## src/hdl/sps_ram.sv

```systemverilog
// single-port-write, registered-read memory
module sps_ram #(
	parameter int DEPTH = 64,
	parameter int WIDTH = 64
) (
	input  logic                     clk,
	input  logic                     we,
	input  logic [$clog2(DEPTH)-1:0] waddr,
	input  logic [WIDTH-1:0]         wdata,
	input  logic [$clog2(DEPTH)-1:0] raddr,
	output logic [WIDTH-1:0]         rdata
);
	logic [WIDTH-1:0] mem [DEPTH];

	always_ff @(posedge clk) begin
		if (we) begin
			mem[waddr] <= wdata;
		end
	end

	always_ff @(posedge clk) begin
		rdata <= mem[raddr];
	end
endmodule

```

## config.mk

```make
export PLATFORM = sky130hd
export DESIGN_NAME = sps_ram
export DESIGN_NICKNAME = d
export VERILOG_FILES = /design/src/hdl/sps_ram.sv
export SDC_FILE = /design/constraint.sdc
export NUM_CORES = 2
export LEC_CHECK = 0
export BUFFER_PORTS_ARGS = -buffer_cell sky130_fd_sc_hd__buf_4
export CORE_MARGIN = 10
export CORE_UTILIZATION = 40
export DETAILED_ROUTE_END_ITERATION = 8
export GPL_TIMING_DRIVEN = 1
export PLACE_DENSITY = 0.57
export SLEW_MARGIN = 20
export SYNTH_ARGS = -nofsm -noshare
export SYNTH_HDL_FRONTEND = slang
export SYNTH_SLANG_ARGS = --single-unit
```

## constraint.sdc

```tcl
create_clock -name clk -period 5.3 [get_ports clk]
set_input_delay 0 -clock clk [delete_from_list [all_inputs] [get_ports clk]]
set_output_delay 0 -clock clk [all_outputs]
set_load 0.05 [all_outputs]
```

==> flow_summary.yaml <==
worst_setup_path:
  path_max_fanout: 70
  critPathLaunch: "raddr[2]"
  worstSetupEndpoint: "rdata[38]"
  rr_startpoint: "mem[5][48]"
  worstPathRequired_ns: 6.07
  worstSetupPathType: "in -> reg"
  cp-end-kind: "register"
  worstPathArrival_ns: 3.65
  worstRegToRegCells: 4
  reg2reg_slack_ns: 3.13
  r2r_end: "rdata[48]"
  critPathLaunchType: "input pin"
synthesis:
  syn-num-nets: 6676
  yosysTopAreaCell: "edfxtp_1"
  ys_seq_area_share_pct: 79.49
  syn-cell-area_mm2: 0.1563
  synth_top_area_share_pct: 78.67
  synth_enable_flop_cells: 4096
  synth_area_per_cell_um2: 23.70
  yosys_warnings: 0
  synth_area_leaders: "edfxtp_1 (79%), mux4_2 (15%), mux2i_1 (0.86%)"
  synthArstFlopShare_pct: 0
  ys_seq_elements: 4160
  syn-instance-count: 6598
  yosys_most_used_dff: "edfxtp_1"
  synthDistinctLibCells: 33
die:
  initial_core_util_pct: 40.18
  die_h_um: 645.2
  placeableCoreArea_mm2: 0.3891
  rows: 229
  dieArea_mm2: 0.4163
  die_width_um: 645.2
  pin_count: 142
sta:
  fin_crit_sh_pct: 54.27
  hold_violations: 0
  fmax_mhz: 347.7
  finalSetupViolCount: 0
  skew_ns: 0.05239
  slew_headroom_pct: 20.53
  rsz0062_at_grt: "no"
  fin_tns_setup_ns: 0
  fin_crit_ns: 2.876
  worstMarginPinSlew_ns: 1.192
  slew_viol_final: 0
  fin_hold_ws_ns: 0.08467
placement:
  gp_congestion: 0.7682
  hpwl_um: 237900
  placed_area_mm2: 0.1654
  port_buffers: 141
min_path:
  hold_path_class: "in -> reg"
  hold_path_depth: 3
status:
  status: "finished clean"
final_layout:
  fin_nets: 7196
  stdcell_area_mm2: 0.1802
  area_delta_synth_final_pct: 15.28
  drive_gt1_share_pct: 28.54
  final_common_cell: "edfxtp_1"
  num-fill-cells: 32100
  fin_util_pct: 46.32
  final_cell_mix: "edfxtp_1 (4096), mux4_2 (1024), clkbuf_16 (430)"
cts:
  cts_made_buffers: 424
  cts.sinks: 4160
  clk_pin_slew_worst_paths_ns: 0.07
  postCtsSetupBuffers: 0
  cts_root_buffer: "clkbuf_16"
  clock_path_buffers: 4
  cts_tree: "done"
  clock_latency_ns: 0.99
  htree_num_levels: 5
drt:
  drc: 0
  vias: 75070
  drt_iter0_markers: 9423
  vias_per_cell: 5.918
  ant_nets: 0
  wl_per_cell_um: 35.18
  wl_um: 446300
  drtPass1Iterations: 6
pwr:
  switching_share_pct: 21.31
  comb_power_share_pct: 4.9
  ir_drop_mv: 0.2915
  p_leak_nw: 55.95
  p_int_mw: 55.14
  p_total_mw: 70.08
  switching_power_mw: 14.94
  power_frac_seq_pct: 52.3
  pwr_density_cell_mw_per_mm2: 388.8
  clkPwrFrac_pct: 42.8
grt:
  grt_pass1_wl_um: 620200
  antenna_found_initial: 37
  overflow: 0
  grt_pass1_vias: 76410
  grtUsageTotal_pct: 21.03
  grt_max_degree: 128
run:
  cap_violations: 0
cell families after synthesis:
| group | after synthesis | synth area share, % |
|---|---|---|
| flip-flops | 4160 | 79.49 |
| multiplexers | 1159 | 15.61 |
| buffers and inverters | 389 | 1.180 |
| AO/OA/AOI/OAI | 504 | 2.477 |
| AND/OR/NAND/NOR | 386 | 1.240 |
final cells by class:
| type | count | area [µm²] | area share, % |
|---|---|---|---|
| inverter | 19 | 71.32 | 0.03957 |
| sequential | 4160 | 124300 | 68.95 |
| timing repair buffer | 464 | 4567 | 2.534 |
| multi-input combinational | 2049 | 30790 | 17.08 |
| antenna | 5 | 12.51 | 0.006942 |
| clock inverter | 208 | 2215 | 1.229 |
| tap | 5197 | 6502 | 3.608 |
| clock buffer | 583 | 11810 | 6.550 |
per-layer routing:
layer	part of all wire (%)	up-vias	GRT usage, %
met4	2.7	6	5.159
met5	0.0083	-	0
met1	40	41560	29.21
met3	7.5	643	3.239
met2	49	3274	35.15
li1	-	29590	-
repair_timing:
action	in CTS	in global routing
endpoints found under the setup margin	0	0
hold endpoints to repair	4438	0
gates resized for setup	0	0
hold buffers	79	0
per-stage QoR:
step / std cells / setup WS [ns]
floorplan: 6598 / 1.270
global placement: 11810 / 1.896
detailed placement: 11810 / 1.923
CTS: 12680 / 2.256
global route: 12680 / 2.309
finish: 12690 / 2.424
worst min-delay path by stage:
stage	slack, ns	end	start
6_report	0.08	mem[37][52]	we
5_1_grt	0.07	mem[35][52]	we
4_1_cts	0.02	mem[35][52]	we
3_5_place_dp	0.46	rdata[54]	rdata[54]
3_3_place_gp	0.46	rdata[54]	rdata[54]
2_1_floorplan	0.1	mem[0][0]	wdata[0]
state kept, by name, indices dropped and copies added, names as in the netlist:
| name | cells |
|---|---|
| mem | 4096 |
| rdata | 64 |
worst max-delay path, stage by stage:
cell,delay [ns]
dlygate4sd3_1,0.64
buf_8,0.56
nor2b_4,0.99
buf_12,0.28
a22oi_1,0.14
and3_1,0.22
a211oi_1,0.64
cells in the mapped netlist, drive strengths merged, types with 63 or more instances:
cell / n
mux2i: 135
a211oi: 63
mux4: 1024
a22oi: 168
dfxtp: 64
buf: 230
and3: 64
a22o: 88
clkbuf: 140
o22ai: 83
nor2: 112
edfxtp: 4096
power groups by stage:
stage / Sequential, mW / Clock [mW] / Combinational (mW)
finish: 36.6 / 30.0 / 3.46
detailed placement: 37.3 / 0 / 3.44
floorplan: 37.4 / 0 / 1.70
global route: 36.6 / 31.8 / 3.67
global placement: 37.3 / 0 / 3.38
CTS: 36.6 / 30.5 / 3.51
(Power assumes the default switching activity.)
