`config.mk`:
```
export PLATFORM = sky130hd
export DESIGN_NAME = sps_rem
export DESIGN_NICKNAME = d
export VERILOG_FILES = /design/src/hdl/sps_pkg.sv /design/src/hdl/sps_rem.sv
export SDC_FILE = /design/constraint.sdc
export NUM_CORES = 1
export LEC_CHECK = 0
export ABC_AREA = 1
export BUFFER_PORTS_ARGS = -buffer_cell sky130_fd_sc_hd__buf_2
export CORE_MARGIN = 5
export CORE_UTILIZATION = 45
export CTS_CLUSTER_DIAMETER = 40
export CTS_CLUSTER_SIZE = 25
export DETAILED_ROUTE_END_ITERATION = 10
export GPL_TIMING_DRIVEN = 0
export PLACE_DENSITY = 0.73
export SYNTH_ARGS = -nofsm -noshare
export SYNTH_HDL_FRONTEND = slang
export SYNTH_SLANG_ARGS = --single-unit
```
`constraint.sdc`:
```
create_clock -name clk -period 3.1 [get_ports clk]
set_clock_uncertainty 0.15 [all_clocks]
set_input_delay 0.62 -clock clk [delete_from_list [all_inputs] [get_ports clk]]
set_output_delay 0.62 -clock clk [all_outputs]
set_load 0.01 [all_outputs]
```
`src/hdl/sps_pkg.sv`:
```
// shared constants and types of the segmented prime sieve
package sps_pkg;
	localparam int VALUE_BITS = 40;
	localparam int SEG_BITS   = 4096;
	localparam int WORD_BITS  = 64;
	localparam int WORD_COUNT = SEG_BITS / WORD_BITS;
	localparam int ADDR_W     = $clog2(WORD_COUNT);
	localparam int BIT_W      = $clog2(WORD_BITS);
	localparam int OFF_W      = $clog2(SEG_BITS);
	localparam int PRIME_W    = 20;
	localparam int STEP_W     = PRIME_W + 1;
	localparam int FUNC_W     = 2;
	localparam int CNT_W      = $clog2(VALUE_BITS);

	localparam logic [VALUE_BITS-1:0] VALUE_MAX = {VALUE_BITS{1'b1}};
	localparam logic [VALUE_BITS-1:0] UL_RESET  = VALUE_BITS'(64'd1000000000);
	localparam logic [VALUE_BITS-1:0] SEG_SPAN  = VALUE_BITS'(SEG_BITS - 1);
	localparam logic [VALUE_BITS-1:0] MIN_START = VALUE_BITS'(2);

	// operation codes of the func field
	localparam logic [FUNC_W-1:0] FN_START  = 2'd0;
	localparam logic [FUNC_W-1:0] FN_STRIKE = 2'd1;
	localparam logic [FUNC_W-1:0] FN_READ   = 2'd2;
	localparam logic [FUNC_W-1:0] FN_UNUSED = 2'd3;

	typedef enum logic [3:0] {
		ST_IDLE,
		ST_DISP,
		ST_START_SAT,
		ST_START_CLAMP,
		ST_START_SET,
		ST_DIV,
		ST_FIRST,
		ST_CLIP,
		ST_OFF,
		ST_WALK_RD,
		ST_WALK_LD,
		ST_WALK_MK,
		ST_WALK_WB,
		ST_READ_RD,
		ST_READ_DT,
		ST_DONE
	} state_t;
endpackage

```
`src/hdl/sps_rem.sv`:
```
// iterative remainder unit, one dividend bit per cycle
module sps_rem import sps_pkg::*; (
	input  logic                  clk,
	input  logic                  arst_n,
	input  logic                  start,
	input  logic [VALUE_BITS-1:0] dividend,
	input  logic [PRIME_W-1:0]    divisor,
	output logic                  done,
	output logic [PRIME_W-1:0]    remainder
);
	localparam logic [CNT_W-1:0] LAST_CNT = CNT_W'(VALUE_BITS - 1);

	logic                  busy_q;
	logic                  done_q;
	logic [CNT_W-1:0]      cnt_q;
	logic [VALUE_BITS-1:0] dvd_q;
	logic [PRIME_W-1:0]    dvs_q;
	logic [PRIME_W-1:0]    rem_q;
	logic [PRIME_W:0]      shifted;
	logic [PRIME_W:0]      diff;

	assign shifted = {rem_q, dvd_q[VALUE_BITS-1]};
	assign diff    = shifted - {1'b0, dvs_q};

	always_ff @(posedge clk or negedge arst_n) begin
		if (!arst_n) begin
			busy_q <= 1'b0;
			done_q <= 1'b0;
			cnt_q  <= '0;
		end else begin
			done_q <= 1'b0;
			if (start) begin
				busy_q <= 1'b1;
				cnt_q  <= '0;
			end else if (busy_q) begin
				cnt_q <= cnt_q + CNT_W'(1);
				if (cnt_q == LAST_CNT) begin
					busy_q <= 1'b0;
					done_q <= 1'b1;
				end
			end
		end
	end

	always_ff @(posedge clk) begin
		if (start) begin
			dvd_q <= dividend;
			dvs_q <= divisor;
			rem_q <= '0;
		end else if (busy_q) begin
			dvd_q <= {dvd_q[VALUE_BITS-2:0], 1'b0};
			// remainder stays below the divisor, so the low bits suffice
			if (shifted >= {1'b0, dvs_q}) begin
				rem_q <= diff[PRIME_W-1:0];
			end else begin
				rem_q <= shifted[PRIME_W-1:0];
			end
		end
	end

	assign done      = done_q;
	assign remainder = rem_q;
endmodule

```
==> impl_metrics.csv, run 1 <==
group,metric,value,unit
status,status,"complete, no violations",
logic_synthesis,synth_warnings,0,
clocking,ctsResizeCount,0,
clocking,cts-root-buf,"clkbuf_16",
setup_path,cpPeakStageDelay,720,ps
setup_path,cp_data_required_time,2930,ps
setup_path,rr_worst_depth,14,
global_route,grt_antenna_before_repair,0,
floorplan,start_util,46.4,%
routing,vias_per_cell,4.86,
setup_path,worst_setup_path_end_kind,"register",
timing,fin_setup_tns,0,ps
routing,ant_nets,0,
global_route,grt_usage,17.9,%
run,drv_cap,0,
placed_design,hpwl,8890,um
clocking,path_clk_slew,70,ps
floorplan,die_h,116,um
routing,firstDrtPassIters,5,
power,netSwitchingFraction,40.6,%
placed_design,port_buffers,83,
logic_synthesis,ys_ff_latch,88,
setup_path,path_cells,"buf_2, clkbuf_1, nor2_1, inv_2",
power,clockPowerShare,21.4,%
power,combPwrFrac,46.0,%
setup_path,startpoint,"start",
cells_and_area,final_util,54.5,%
timing,maxSlewViolCount,0,
power,power_density,816,nW/um^2
floorplan,die_w,116,um
clocking,clock_latency,350,ps
min_path,hold-path-cell-count,1,
placed_design,gp_congestion,1.01,
setup_path,critPathCapture,"dvd_q[28]$_DFFE_PP_",
timing,worst_pin_slew,893,ps
setup_path,slowest_stage,"inv_2",
power,p_sw,0.00198,W
floorplan,row_count,38,
timing,setup_violations,0,
clocking,cts_max_level,3,
logic_synthesis,synth_seq_area_share,47.1,%
clocking,cts.sinks,88,
logic_synthesis,synthArstFlopShare,9.09,%
logic_synthesis,yosysUniqueCellTypes,37,
cells_and_area,area_delta_synth_final,17.3,%
routing,wl,11700,um
placed_design,dp_cells,877,
timing,fin_crit,2670,ps
cells_and_area,multiInputGateArea,2260,sq um
clocking,cts_max_path_buffers,2,
cells_and_area,drive_gt1_share,17.9,%
setup_path,crit_path_max_fanout,45,
global_route,grt_start_max_net_pins,46,
setup_path,startpoint_type,"primary input",
cells_and_area,fin_cells,894,
cells_and_area,final-seq-area,2400,sq um
logic_synthesis,synthCells,654,
cells_and_area,design_area,5990,sq um
cells_and_area,layout.nets,834,
power,p_leak,3.16,nW
global_route,grt_pass1_vias,4188,
power,peakVddDrop,443,uV
clocking,cts_inserted_buffers,9,
timing,fmax,375,MHz
logic_synthesis,synth_flop_cell,"edfxtp_1",
timing,rsz0062_at_grt,"no",
floorplan,dieArea,13600,sq um
logic_synthesis,syn_area,5100,sq um
clocking,cts_tree,"built",
setup_path,critPathArrivalTime,2500,ps
logic_synthesis,yosysTopAreaCell,"edfxtp_1",
timing,min_period_over_period,86.1,%
floorplan,ios,84,
timing,relSlewSlack,40.4,%
routing,num_vias,4341,
power,p_int,0.00290,W
routing,remaining_drc_errors,0,
logic_synthesis,syn_nets,739,
power,p_total,0.00489,W
timing,hold_violations,0,
cells_and_area,antennaDiodeCount,0,
routing,wl_per_cell,13.1,um
setup_path,timing.rr.start,"dvd_q[39]$_DFFE_PP_",
floorplan,coreArea,11000,sq um
cells_and_area,fillCellCount,1061,
logic_synthesis,synth_top_area_share,35.3,%
clocking,post_cts_buffers,0,
global_route,gr-total-overflow,0,
setup_path,timing.rr.end,"remainder[16]$_SDFFE_PP0P_",
logic_synthesis,syn_area_per_cell,7.80,sq um
setup_path,critical_path_class,"in -> reg",
min_path,hold_path.class,"in -> reg",
global_route,grt_first_pass_wirelength,19000,um
placed_design,place_area,5690,sq um
setup_path,r2r_slack,830,ps
clocking,cts_hold_buf,1,
routing,drt_iter0_drc,225,
logic_synthesis,synth_edf_count,60,
logic_synthesis,synthTopCellsByArea,"edfxtp_1 35%, nand2_1 21%, dfxtp_1 7.8%",
power,pwr-share-seq,32.5,%
[worst min-delay path by stage]
stage	startpoint	end	slack, ps
final	divisor[15]	dvs_q[15]$_DFFE_PP_	290
after floorplan	arst_n	busy_q$_DFF_PN0_	170
after global placement	arst_n	done$_DFF_PN0_	320
after detailed placement	arst_n	done$_DFF_PN0_	320
after CTS	divisor[9]	dvs_q[9]$_DFFE_PP_	280
after global routing	divisor[15]	dvs_q[15]$_DFFE_PP_	280
[cell families (layout without fill, tap and decap cells)]
kind of cell / after synthesis / count (layout) / synth area share, %
AO/OA/AOI/OAI: 29 / 29 / 3.04
XOR/XNOR: 9 / 9 / 1.55
adder cells (fa/ha/maj): 22 / 22 / 5.54
buffers and inverters: 105 / 205 / 8.56
flip-flops: 88 / 88 / 47.1
AND/OR/NAND/NOR: 401 / 401 / 34.2
[synth_stat cells (2+ instances only)]
master / number
a21oi_1: 15
buf_4: 2
buf_6: 3
clkbuf_1: 10
dfrtp_1: 8
dfxtp_1: 20
edfxtp_1: 60
ha_1: 21
inv_1: 83
inv_2: 5
nand2_1: 286
nand2_2: 8
nand3_1: 39
nand3_2: 4
nand3b_1: 17
nand4_1: 3
nor2_1: 27
nor2_2: 3
nor3_1: 4
nor4_1: 2
o21ai_0: 10
or2_2: 2
xnor2_1: 7
xor2_1: 2
[cells in the final DEF (no fill, tap or decap), drive strengths merged, types with 2 or more instances in the layout]
cell and count:
nand3b 17, nand3 43, nor3 6, clkbuf 19
nand2 296, a21oi 16, or2 2, dfrtp 8
dfxtp 20, nor2 31, nor4 2, ha 21
o21ai 11, nand4 3, xnor2 7, inv 93
edfxtp 60, xor2 2, buf 90
[power by group through the flow]
| stage | Sequential (W) | Clock (W) | Combinational (W) |
|---|---|---|---|
| floorplan | 0.00165 | 0 | 0.00163 |
| global placement | 0.00161 | 0 | 0.00221 |
| detailed placement | 0.00162 | 0 | 0.00224 |
| CTS | 0.00159 | 0.00108 | 0.00225 |
| global route | 0.00161 | 0.00113 | 0.00253 |
| finish | 0.00159 | 0.00105 | 0.00225 |
[worst max-delay path: cells and delay by family]
kind / cells / cell delay (ps)
buf+inv: 3 / 1550
simple gates: 1 / 290
[flip-flops by register name, indices dropped and copies added (netlist names)]
signal     count
remainder     20
done           1
dvd_q         40
cnt_q          6
busy_q         1
dvs_q         20
[area by class of cell]
cell class	count	share of cell area [%]
well taps	140	2.93
repair buffers	84	7.11
clock buffers	9	3.76
multi-input cells	461	37.8
inverters	88	5.52
flip-flops and latches	88	40.1
plain buffers	17	1.78
clock inverters	7	0.982
[layer usage]
metal | vias up | global-route usage, % | part of all wire (%)
met1 | 1933 | 21.2 | 42
met2 | 129 | 31.1 | 49
met3 | 22 | 4.66 | 6.3
met4 | 0 | 7.04 | 2.3
met5 | - | 0 | 0
li1 | 2257 | - | -
[per-stage QoR]
step                worst slack, ps  hold WS (ps)
floorplan                       688           174
global placement               -500           317
detailed placement            -25.2           320
CTS                             360           276
global route                    239           277
finish                          430           289
Power figures use the tool's default switching activity.
==> run 2: changes to the inputs <==
ABC_CLOCK_PERIOD_IN_PS = 3100   (was not set)
CORE_UTILIZATION = 51   (was 45)
PLACE_DENSITY = 0.8   (was 0.73)
==> impl_metrics.csv, run 2 (synthesized netlist as in run 1, its figures left out) <==
group,metric,value,unit
cells_and_area,fin_cells,887,
routing,wl_per_cell,13.2,um
power,p_leak,3.12,nW
clocking,cts_max_level,3,
setup_path,worst_setup_path_end_kind,"register",
timing,fin_setup_tns,0,ps
setup_path,cp_data_required_time,2950,ps
floorplan,die_h,110,um
routing,remaining_drc_errors,0,
clocking,post_cts_buffers,0,
status,status,"complete, no violations",
routing,firstDrtPassIters,4,
placed_design,hpwl,8850,um
timing,hold_violations,0,
cells_and_area,antennaDiodeCount,0,
routing,highest_layer,"met4",
floorplan,die_w,110,um
clocking,cts_tree,"built",
clocking,cts_max_path_buffers,2,
routing,wl,11700,um
power,p_total,0.00472,W
placed_design,dp_cells,870,
clocking,clock_latency,380,ps
setup_path,r2r_slack,850,ps
cells_and_area,area_delta_synth_final,15.7,%
timing,fin_crit,2670,ps
global_route,grt_pass1_vias,4207,
cells_and_area,largest_register_ffs,40,
global_route,grt_first_pass_wirelength,19000,um
setup_path,crit_path_max_fanout,45,
setup_path,critPathArrivalTime,2510,ps
placed_design,gp_congestion,0.900,
timing,maxSlewViolCount,0,
cells_and_area,multiInputGateArea,2260,sq um
routing,wl_met1,4980,um
placed_design,port_buffers,83,
run,drv_cap,0,
clocking,cts-root-buf,"clkbuf_8",
routing,met3WireLength,790,um
timing,setup_violations,0,
floorplan,start_util,52.2,%
power,power_density,800,nW/um^2
timing,min_period_over_period,86.0,%
power,peakVddDrop,433,uV
cells_and_area,fillCellCount,927,
global_route,gr-total-overflow,0,
routing,dr_wl_met2,5710,um
cells_and_area,final_common_cell,"nand2_1",
routing,num_vias,4328,
setup_path,critical_path_class,"in -> reg",
global_route,grt_usage,20.3,%
routing,drt_iter0_drc,200,
setup_path,startpoint_type,"primary input",
clocking,path_clk_slew,100,ps
global_route,grt_antenna_before_repair,0,
setup_path,cpPeakStageDelay,740,ps
cells_and_area,max_flop_register,"dvd_q",
clocking,ctsResizeCount,0,
floorplan,coreArea,9770,sq um
timing,relSlewSlack,38.5,%
global_route,grt_start_max_net_pins,46,
cells_and_area,drive_gt1_share,17.5,%
floorplan,row_count,36,
setup_path,slowest_stage,"inv_2",
floorplan,dieArea,12100,sq um
setup_path,path_cells,"buf_2, clkbuf_1, nor2_1, inv_2",
min_path,hold_path.class,"in -> reg",
cells_and_area,layout_common_cells,"286 x nand2_1, 84 x buf_2, 82 x inv_1",
clocking,cts_inserted_buffers,9,
timing,rsz0062_at_grt,"no",
clocking,cts.sinks,88,
floorplan,ios,84,
timing,worst_pin_slew,922,ps
routing,ant_nets,0,
cells_and_area,final-seq-area,2400,sq um
routing,vias_per_cell,4.88,
clocking,cts_hold_buf,1,
timing,fmax,375,MHz
cells_and_area,layout.nets,834,
-- run 2: routing by layer --
layer	vias up	track usage [%]
met3	20	5.71
met5	-	0
li1	2256	-
met4	0	7.39
met2	119	34.7
met1	1933	24.4
-- run 2: final cells by class --
type / instances / share of cell area, %
sequential: 88 / 40.7
multi-input combinational: 461 / 38.3
timing repair buffer: 84 / 7.20
inverter: 88 / 5.59
tap: 133 / 2.82
clock buffer: 11 / 2.23
buffer: 17 / 1.80
clock inverter: 5 / 1.36
-- run 2: worst paths after layout --
check                                     startpoint                        end  depth (start not counted)
min in group asynchronous                     arst_n       cnt_q[2]$_DFFE_PN0P_                          2
hold / removal                            divisor[5]         dvs_q[5]$_DFFE_PP_                          1
max in group asynchronous                     arst_n       cnt_q[3]$_DFFE_PN0P_                          2
setup / recovery                               start        dvd_q[24]$_DFFE_PP_                          4
hold reg to reg            remainder[6]$_SDFFE_PP0P_  remainder[6]$_SDFFE_PP0P_                          2
setup reg to reg                 dvd_q[39]$_DFFE_PP_  remainder[8]$_SDFFE_PP0P_                         12
-- run 2: where the power goes --
group / switching [W] / internal, W / total (W) / leakage (nW)
Clock: 0.000422 / 0.000455 / 0.000878 / 0.102
Sequential: 0.000133 / 0.00146 / 0.00159 / 0.906
Combinational: 0.00137 / 0.000887 / 0.00226 / 2.11
-- run 2: worst max-delay path: cells and delay by family --
family / cells / cell delay (ps)
buf+inv: 3 / 1580
simple gates: 1 / 280
-- run 2: per-stage QoR --
step / instance area [sq um] / setup slack, ps / hold WS, ps / util (%)
global route: 5900 / 263 / 246 / 60.4
detailed placement: 5680 / -0.197 / 320 / 58.1
global placement: 5680 / -460 / 314 / 58.1
finish: 5900 / 434 / 262 / 60.4
floorplan: 5100 / 688 / 174 / -
CTS: 5900 / 430 / 246 / 60.4
